===== config.mk =====
export PLATFORM = sky130hd
export DESIGN_NAME = shared_pool_multi_stack
export DESIGN_NICKNAME = d
export VERILOG_FILES = /design/src/hdl/sps_pkg.sv /design/src/hdl/shared_pool_multi_stack.sv
export VERILOG_INCLUDE_DIRS = /design/src /design/src/hdl
export SDC_FILE = /design/constraint.sdc
export NUM_CORES = 2
export LEC_CHECK = 0
export BUFFER_PORTS_ARGS = -buffer_cell sky130_fd_sc_hd__buf_4
export CAP_MARGIN = 20
export CORE_UTILIZATION = 55
export CTS_BUF_LIST = sky130_fd_sc_hd__clkbuf_8
export DETAILED_ROUTE_END_ITERATION = 16
export PLACE_DENSITY = 0.71
export SYNTH_ARGS = -nofsm -noshare
export SYNTH_HDL_FRONTEND = slang
export SYNTH_SLANG_ARGS = --single-unit
export TNS_END_PERCENT = 100

===== constraint.sdc =====
create_clock -name clk -period 6.8 [get_ports clk]
set_input_delay 0.34 -clock clk [delete_from_list [all_inputs] [get_ports clk]]
set_output_delay 0.34 -clock clk [all_outputs]
set_load 0.02 [all_outputs]

===== src/hdl/shared_pool_multi_stack_assert.svh =====
// ----------------------------------------------------------------------------
// shared pool multi stack assertion macros
// implication checks on the rising clock, muted while reset is high
// ----------------------------------------------------------------------------
`ifndef SHARED_POOL_MULTI_STACK_ASSERT_SVH
`define SHARED_POOL_MULTI_STACK_ASSERT_SVH

// same-cycle implication
`define SPS_ASSERT_NOW(label, clk, rst, ante, cons) \
  label: assert property (@(posedge clk) disable iff (rst) (ante) |-> (cons)) \
    else $error("shared pool multi stack: same-cycle check failed");

// next-cycle implication
`define SPS_ASSERT_NEXT(label, clk, rst, ante, cons) \
  label: assert property (@(posedge clk) disable iff (rst) (ante) |=> (cons)) \
    else $error("shared pool multi stack: next-cycle check failed");

`endif


===== src/hdl/sps_pkg.sv =====
// ----------------------------------------------------------------------------
// sps_pkg
// sizes, codes and types shared by the shared pool multi stack
// ----------------------------------------------------------------------------
package sps_pkg;

  localparam int NUM_STACKS = 8;
  localparam int NUM_SLOTS  = 64;

  localparam int DATA_W = 32;
  localparam int SID_W  = 3;
  localparam int SLOT_W = (NUM_SLOTS > 1) ? $clog2(NUM_SLOTS) : 1;
  localparam int LINK_W = $clog2(NUM_SLOTS + 1);
  localparam int STK_W  = (NUM_STACKS > 1) ? $clog2(NUM_STACKS) : 1;

  // null link sits one past the last slot
  localparam logic [LINK_W-1:0] LINK_NULL = LINK_W'(NUM_SLOTS);

  // operation codes
  localparam logic CMD_PUSH = 1'b0;
  localparam logic CMD_POP  = 1'b1;

  typedef enum logic [1:0] {
    STAT_DONE  = 2'd0,
    STAT_FULL  = 2'd1,
    STAT_EMPTY = 2'd2
  } status_t;

  typedef enum logic [1:0] {
    ST_IDLE = 2'b01,
    ST_EXEC = 2'b10
  } state_t;

endpackage


===== src/hdl/shared_pool_multi_stack.sv =====
// ----------------------------------------------------------------------------
// shared_pool_multi_stack
// several lifo stacks sharing one pool of slots chained through a free list
// ----------------------------------------------------------------------------
//  channel  | handshake                   | payload
//  ---------+-----------------------------+------------------------------
//  in       | in_valid / in_stall         | cmd, stack_id, value
//  out      | out_valid / out_stall       | status, popped_value
//
//  on the accept edge a beat reads the link and data memories into
//  registers; the commit edge in ST_EXEC writes back and loads the output
//  register. the registered link read means a new beat is taken only
//  after the last has written back. reset runs no clearing pass:
//  per-slot valid bits make unwritten links read as the initial chain.
//  a stalled result holds the block in its write-back cycle; the input
//  stalls during that cycle as well.
// ----------------------------------------------------------------------------
module shared_pool_multi_stack (
  input  logic                             clk,
  input  logic                             rst,
  input  logic                             in_valid,
  output logic                             in_stall,
  input  logic                             cmd,
  input  logic [sps_pkg::SID_W-1:0]        stack_id,
  input  logic signed [sps_pkg::DATA_W-1:0] value,
  output logic                             out_valid,
  input  logic                             out_stall,
  output logic [1:0]                       status,
  output logic signed [sps_pkg::DATA_W-1:0] popped_value
);

  // state and memories
  sps_pkg::state_t                state;
  logic [sps_pkg::LINK_W-1:0]     stack_top [sps_pkg::NUM_STACKS];
  logic [sps_pkg::LINK_W-1:0]     free_head;
  logic [sps_pkg::DATA_W-1:0]     data_mem  [sps_pkg::NUM_SLOTS];
  logic [sps_pkg::LINK_W-1:0]     link_mem  [sps_pkg::NUM_SLOTS];
  logic [sps_pkg::NUM_SLOTS-1:0]  link_vld;

  // captured beat and read data
  logic                           cmd_q;
  logic [sps_pkg::STK_W-1:0]      sid_q;
  logic [sps_pkg::DATA_W-1:0]     value_q;
  logic [sps_pkg::SLOT_W-1:0]     slot_q;
  logic                           ok_q;
  logic [sps_pkg::DATA_W-1:0]     data_rd;
  logic [sps_pkg::LINK_W-1:0]     link_rd;
  logic                           link_vld_rd;

  logic                           accept;
  logic                           sid_ok;
  logic [sps_pkg::STK_W-1:0]      sid_idx;
  logic [sps_pkg::LINK_W-1:0]     head_sel;
  logic                           ok_next;
  logic [sps_pkg::SLOT_W-1:0]     slot_next;
  logic                           out_free;
  logic                           commit;
  logic [sps_pkg::LINK_W-1:0]     link_eff;

  // handshake
  assign in_stall = (state != sps_pkg::ST_IDLE);
  assign accept   = in_valid && !in_stall;
  assign out_free = !out_valid || !out_stall;
  assign commit   = (state == sps_pkg::ST_EXEC) && out_free;

  // pick the slot this beat works on
  assign sid_idx   = sps_pkg::STK_W'(stack_id);
  assign sid_ok    = int'(stack_id) < sps_pkg::NUM_STACKS;
  assign head_sel  = (cmd == sps_pkg::CMD_PUSH) ? free_head : stack_top[sid_idx];
  assign ok_next   = sid_ok && (head_sel < sps_pkg::LINK_NULL);
  assign slot_next = head_sel[sps_pkg::SLOT_W-1:0];

  // unwritten links follow the reset chain
  always_comb begin
    if (link_vld_rd) begin
      link_eff = link_rd;
    end else if (slot_q == sps_pkg::SLOT_W'(sps_pkg::NUM_SLOTS - 1)) begin
      link_eff = sps_pkg::LINK_NULL;
    end else begin
      link_eff = sps_pkg::LINK_W'(slot_q) + sps_pkg::LINK_W'(1);
    end
  end

  // sequencer
  always_ff @(posedge clk) begin
    if (rst) begin
      state <= sps_pkg::ST_IDLE;
    end else begin
      unique case (state)
        sps_pkg::ST_IDLE: if (accept) state <= sps_pkg::ST_EXEC;
        sps_pkg::ST_EXEC: if (commit) state <= sps_pkg::ST_IDLE;
        default:          state <= sps_pkg::ST_IDLE;
      endcase
    end
  end

  // beat capture
  always_ff @(posedge clk) begin
    if (accept) begin
      cmd_q   <= cmd;
      sid_q   <= sid_idx;
      value_q <= value;
      slot_q  <= slot_next;
      ok_q    <= ok_next;
    end
  end

  // data memory
  always_ff @(posedge clk) begin
    if (commit && ok_q && (cmd_q == sps_pkg::CMD_PUSH)) begin
      data_mem[slot_q] <= value_q;
    end
    if (accept) begin
      data_rd <= data_mem[slot_next];
    end
  end

  // link memory
  always_ff @(posedge clk) begin
    if (commit && ok_q) begin
      link_mem[slot_q] <= (cmd_q == sps_pkg::CMD_PUSH) ? stack_top[sid_q] : free_head;
    end
    if (accept) begin
      link_rd <= link_mem[slot_next];
    end
  end

  // link valid bits
  always_ff @(posedge clk) begin
    if (rst) begin
      link_vld    <= '0;
      link_vld_rd <= 1'b0;
    end else begin
      if (commit && ok_q) link_vld[slot_q] <= 1'b1;
      if (accept) link_vld_rd <= link_vld[slot_next];
    end
  end

  // stack tops and free head
  always_ff @(posedge clk) begin
    if (rst) begin
      for (int i = 0; i < sps_pkg::NUM_STACKS; i++) begin
        stack_top[i] <= sps_pkg::LINK_NULL;
      end
      free_head <= '0;
    end else if (commit && ok_q) begin
      if (cmd_q == sps_pkg::CMD_PUSH) begin
        stack_top[sid_q] <= sps_pkg::LINK_W'(slot_q);
        free_head        <= link_eff;
      end else begin
        stack_top[sid_q] <= link_eff;
        free_head        <= sps_pkg::LINK_W'(slot_q);
      end
    end
  end

  // output register
  always_ff @(posedge clk) begin
    if (rst) begin
      out_valid <= 1'b0;
    end else if (commit) begin
      out_valid <= 1'b1;
    end else if (!out_stall) begin
      out_valid <= 1'b0;
    end
  end

  always_ff @(posedge clk) begin
    if (commit) begin
      if (ok_q) begin
        status <= sps_pkg::STAT_DONE;
      end else if (cmd_q == sps_pkg::CMD_PUSH) begin
        status <= sps_pkg::STAT_FULL;
      end else begin
        status <= sps_pkg::STAT_EMPTY;
      end
      popped_value <= (ok_q && (cmd_q == sps_pkg::CMD_POP)) ? data_rd : '0;
    end
  end

  // checks
  `include "shared_pool_multi_stack_assert.svh"

  `SPS_ASSERT_NEXT(a_accept_to_exec, clk, rst, accept, state == sps_pkg::ST_EXEC)
  `SPS_ASSERT_NEXT(a_commit_loads_out, clk, rst, commit, out_valid && state == sps_pkg::ST_IDLE)
  `SPS_ASSERT_NOW(a_fail_zero, clk, rst, out_valid && status != sps_pkg::STAT_DONE, popped_value == '0)
  `SPS_ASSERT_NOW(a_rise_after_exec, clk, rst, $rose(out_valid), $past(state) == sps_pkg::ST_EXEC)

endmodule

### Yosys cells after proc, flatten, opt, wreduce, memory -nomap -nowiden

Memories as Yosys holds them, arrays and structs flattened. A register that Yosys moved wholly into a read port is not among the register bits.
Index checks and enable logic that the tools add are counted.

* bits in registers: 152
* memory bits (writable): 2552
* bits of input ports: 40
* logic and storage cells: 76
* memories: 3

* add/subtract/negate cells: 1
* order comparisons: 4
* equality and inequality tests: 7
* muxes and demuxes: 34
* bitwise operators: 3
* reduce and logical (&&, ||, !) cells: 12

Memories
* data_mem: words 64, width 32, read ports 1, clocked after Yosys merged registers in 1, write ports 1, RTL line shared_pool_multi_stack.sv:36 `logic [sps_pkg::DATA_W-1:0] data_mem [sps_pkg::NUM_SLOTS];`
* link_mem: words 64, width 7, read ports 1, clocked after Yosys merged registers in 1, write ports 1, RTL line shared_pool_multi_stack.sv:37 `logic [sps_pkg::LINK_W-1:0] link_mem [sps_pkg::NUM_SLOTS];`
* stack_top: words 8, width 7, read ports 2, clocked after Yosys merged registers in 1, write ports 8, RTL line shared_pool_multi_stack.sv:34 `logic [sps_pkg::LINK_W-1:0] stack_top [sps_pkg::NUM_STACKS];`

Operator list (number)
* 64-bit bitwise OR: 1
* 7-bit 2-to-1 mux: 7
* 1-bit 2-to-1 mux: 19
* 6-bit by 7-bit < comparator with 1-bit output, second input constant: 2
* 6-bit by 1-bit adder with 7-bit output, second input constant: 1
* 7-bit < comparator, second input constant: 1
* 7-bit OR reduction: 1
* 1-bit binary-select mux with 6-bit select: 1
* 1-bit demux with 6-bit select: 1
* 6-bit == test, second input constant: 1
* 6-bit by 1-bit greater-or-equal comparator with 1-bit output, second input constant: 1
* 1-bit logical AND: 6
* 2-bit 2-to-1 mux: 3
* 3-bit 2-to-1 mux: 2
* 2-bit by 1-bit inequality test with 1-bit output, second input constant: 2
* 2-bit inequality test, second input constant: 2
* 2-bit one-hot mux with 2 select lines: 1
* 1-bit zero test: 3
* 2-bit by 1-bit == test with 1-bit output, second input constant: 1
* 2-bit == test, second input constant: 1
* 2-bit AND reduction: 1
* 1-bit logical OR: 1
* 1-bit NOT: 1
* 1-bit bitwise OR: 1

### Depth between registers and ports, before layout

* word-level depth: 10
* gate-level depth with buffers: 14
* mapped depth without buffers: 9

### Worst setup path after synthesis

Ideal clock, no wire load.

* kind: register -> register
* start point: register state[0]
* end point: memory data_mem[17][0] (netlist name) (enable)
* library setup time: 0.461 ns
* data arrival time: 5.568 ns
* required time: 6.339 ns
* setup slack: 0.771 ns
* stages on the path, launching flop included: 8
* buffers on the path: 2
* clock period less this slack: 6.029 ns
* cells stage by stage: dfxtp_1 -> nand2b_1 -> a21oi_1 -> nand2_1 -> clkbuf_1 -> or2_2 -> clkbuf_1 -> nor3_1

* longest elaborated chain between the ends: 6

Ends and longest elaborated chain
* from (decl): RTL line shared_pool_multi_stack.sv:33 `sps_pkg::state_t state;`
* from (signal assigned): RTL line shared_pool_multi_stack.sv:87 `state <= sps_pkg::ST_IDLE;`
* from (signal assigned): RTL line shared_pool_multi_stack.sv:90 `sps_pkg::ST_IDLE: if (accept) state <= sps_pkg::ST_EXEC;`
* from (signal assigned): RTL line shared_pool_multi_stack.sv:91 `sps_pkg::ST_EXEC: if (commit) state <= sps_pkg::ST_IDLE;`
* 2-bit == test: RTL line shared_pool_multi_stack.sv:64 `assign commit = (state == sps_pkg::ST_EXEC) && out_free;`
* 1-bit logical AND: RTL line shared_pool_multi_stack.sv:64
* named net commit: RTL line shared_pool_multi_stack.sv:57 `logic commit;`
* 1-bit logical AND (2 in series): RTL line shared_pool_multi_stack.sv:110 `if (commit && ok_q && (cmd_q == sps_pkg::CMD_PUSH)) begin`
* 1-bit 2-to-1 mux: RTL line shared_pool_multi_stack.sv:110
* 1-bit 2-to-1 mux (implied by the code): RTL line shared_pool_multi_stack.sv:111 `data_mem[slot_q] <= value_q;`
* to (decl): RTL line shared_pool_multi_stack.sv:36

The timed path passes the listed nets, and every way through them passes these cells.

==> results_dict.tcl <==
set metrics [dict create \
    synth_cell_types 53 \
    async_reset_ff_share_pct 0 \
    startpoint "stack_top[7][2]" \
    drtIter0Drc 8871 \
    synth-seq-area-share_pct 75.3 \
    synth.avg_cell_area_sq_um 15.1 \
    rrSetupSlack_ps 2290 \
    layout-drive-gt1-share_pct 11.7 \
    worstPathArrival_ps 5470 \
    final-setup-viol-count 0 \
    power.leakage_nw 41.6 \
    cts.sinks 2746 \
    ys_ff_latch 2746 \
    ir_drop_uv 246 \
    grt_pass1_wl_microns 404000 \
    cp-end-kind "register" \
    critical_path_buf_inv_count 2 \
    rows 162 \
    post_cts_buffers 0 \
    first_pass_iters 6 \
    htreeDepth 5 \
    synthCells 7200 \
    dieWidth_microns 446 \
    outcome "finished, final reports clean" \
    cp_slowest_cell "nor2_4" \
    crit_type "reg -> reg" \
    tritoncts "yes" \
    dpl.hpwl_microns 151000 \
    skew_ps 58.8 \
    grt_pass1_vias 62000 \
    hp-start "stack_id[2]" \
    die_y_microns 446 \
    max_stage_delay_ps 870 \
    clockBufferDepth 4 \
    slew_violations 0 \
    rsz0062_at_grt "false" \
    areaGrowthSynthToFinish_pct 11.6 \
    crit_family "multiplexers" \
    timing.fmax_mhz 222 \
    wl_per_cell_microns 26.5 \
    syn_area_sq_um 108000 \
    p_per_area_nw_per_um2 282 \
    fp.dieArea_sq_um 199000 \
    required_ps 7750 \
    clk_pin_slew_ps 70 \
    vias 64400 \
    finalCritPeriodShare_pct 66.4 \
    grt_overflow 0 \
    max_slew.worst_pin.slew_ps 1180 \
    cts_buffers 429 \
    hold_slack_ps 183 \
    viasPerCell 6.17 \
    hold_class "in -> reg" \
    ant_nets 0 \
    gp_congestion 0.865 \
    antenna_found_initial 16 \
    crit_fanout 47 \
    num-fill-cells 14100 \
    path_cells "mux4_2 -> mux2_2 -> mux2i_2 -> inv_1 -> nor2_4 -> buf_12 -> a32oi_1 -> a21oi_1 -> or4_1" \
    synth_ff_type "edfxtp_1" \
    start_util_pct 55.5 \
    yosys_warnings 0 \
    relSlewSlack_pct 21.4 \
    grt_max_degree 161 \
    r2r-start "stack_top[7][2]" \
    fin_crit_ps 4510 \
    drt-total-wl_microns 276000 \
    hold_viol_final 0 \
    synth_edf_count 2668 \
    start_kind "register" \
    final.setup.tns_ps 0 \
    synth_nets 7241 \
    track_usage_pct 27.6 \
    final_nets 7530 \
    ios 76 \
    hold_buffers 75 \
    post_cts_resized 0 \
    maxCapViolCount 0 \
    insertion_delay_ps 1090 \
    core_area_sq_um 195000 \
    cts_root_buffer "clkbuf_8" \
    drc 0 \
    io_buffer_count 75 \
]
-- layout by cell type, fill, tap and decap left out, drive strengths merged, types with 4 or more instances in the layout --
cell	Yosys	routed
and3	33	33
or4	40	40
inv	14	148
bufinv	0	13
buf	167	257
mux4	27	27
dlygate4sd3	0	75
clkbuf	307	449
a32oi	312	312
nand3b	9	9
nor2	265	265
nand2	1310	1310
o21ai	20	20
nand2b	20	20
or3	6	6
nor3	68	68
a21oi	182	182
edfxtp	2668	2668
a211oi	4	4
mux2	6	6
dfxtp	78	78
clkinv	0	149
nor2b	6	6
clkinvlp	0	4
mux2i	962	962
or2	10	10
diode	0	6
o211ai	11	11
nand3	637	637
-- cells by family (layout without fill, tap and decap cells) --
family / count (synthesis) / in the layout / synth area share (%)
buf+inv: 488 / 1095 / 1.86
other cells: 0 / 6 / 0
flops: 2746 / 2746 / 75.3
mux: 995 / 995 / 9.50
xor+xnor: 1 / 1 / 0.00808
compound gates: 557 / 557 / 3.77
simple gates: 2412 / 2412 / 9.53
fa+ha+maj: 1 / 1 / 0.0115
-- routing by layer --
layer  share of wire (%)  GRT usage, %  vias up
li1                    -             -    27900
met1                  39          38.8    32100
met2                  47          43.1     3754
met3                  11          5.60      564
met4                 3.1          9.49        4
met5              0.0069             0        -
-- worst register-to-register path, cell delays in order (launching register included) --
cell	delay, ps
edfxtp_1	410
mux4_2	490
mux2_2	280
mux2i_2	520
inv_1	310
nor2_4	880
buf_12	340
a32oi_1	210
a21oi_1	740
or4_1	230
-- per-stage QoR --
stage	worst slack, ps	std cells	instance area (sq um)	power [mW]	util [%]
floorplan	771	7200	108000	20.7	-
global route	2060	10400	121000	35.2	62.0
finish	2290	10400	121000	34.2	62.0
global placement	2150	9606	113000	21.6	57.6
CTS	2420	10400	121000	34.2	62.0
detailed placement	2050	9606	113000	21.7	57.6
-- cells in the mapped netlist (2+ instances only) --
| master | number | area share (%) |
|---|---|---|
| a31oi_1 | 3 | 0.017 |
| or2_2 | 10 | 0.058 |
| or4_1 | 40 | 0.28 |
| a211oi_1 | 4 | 0.028 |
| and3_1 | 33 | 0.19 |
| a211o_1 | 2 | 0.016 |
| mux2_2 | 6 | 0.062 |
| a22oi_1 | 2 | 0.014 |
| edfxtp_1 | 2668 | 74 |
| inv_1 | 12 | 0.042 |
| mux2i_1 | 961 | 8.9 |
| buf_2 | 133 | 0.61 |
| inv_2 | 2 | 0.0069 |
| nor3_1 | 68 | 0.31 |
| or3_1 | 6 | 0.035 |
| a21o_1 | 2 | 0.014 |
| nand2b_1 | 19 | 0.11 |
| a21oi_1 | 182 | 0.84 |
| nand4_1 | 3 | 0.017 |
| dfxtp_1 | 78 | 1.4 |
| nor2b_1 | 6 | 0.035 |
| a22o_1 | 2 | 0.016 |
| and2_1 | 3 | 0.017 |
| a32oi_1 | 312 | 2.5 |
| o21ai_0 | 20 | 0.092 |
| buf_1 | 29 | 0.10 |
| clkbuf_1 | 307 | 1.1 |
| nand3_1 | 637 | 2.9 |
| nor2_1 | 265 | 0.92 |
| o221ai_1 | 3 | 0.024 |
| a221oi_1 | 2 | 0.016 |
| nand3b_1 | 9 | 0.062 |
| o211ai_1 | 11 | 0.076 |
| buf_4 | 5 | 0.035 |
| o22ai_1 | 2 | 0.012 |
| mux4_2 | 27 | 0.56 |
| nand2_1 | 1310 | 4.5 |
-- registers in the layout, indices dropped and copies added (netlist names), named ones only --
register,flops
data_mem,2048
link_mem,448
link_vld,64
stack_top,56
data_rd,32
popped_value,32
value_q,32
free_head,7
link_rd,7
slot_q,6
sid_q,3
state,2
status,2
cmd_q,1
link_vld_rd,1
ok_q,1
out_valid,1
-- cell type report --
type | instances | area, sq um | share of cell area, %
flip-flops and latches | 2746 | 81700 | 67.5
inverters | 14 | 70.1 | 0.0579
diodes | 6 | 15.0 | 0.0124
multi-input cells | 3966 | 25200 | 20.8
clock buffers | 449 | 6180 | 5.10
well taps | 2624 | 3280 | 2.71
repair buffers | 332 | 3050 | 2.52
clock inverters | 300 | 1570 | 1.30
-- power breakdown --
group	total, mW	leakage, nW	switching [mW]	internal, mW
sequential	18.8	24.8	0.0700	18.7
clock	12.8	4.48	6.21	6.56
combinational	2.60	12.3	1.84	0.761
total	34.2	41.6	8.11	26.1
-- final timing paths --
kind | to | cells past startpoint
hold reg to reg | link_vld[52] | 2
setup reg to reg | data_rd[17] | 9
hold / removal | sid_q[2] | 2
setup / recovery | data_rd[17] | 9
Note: power is estimated with default switching activity, not from simulation.
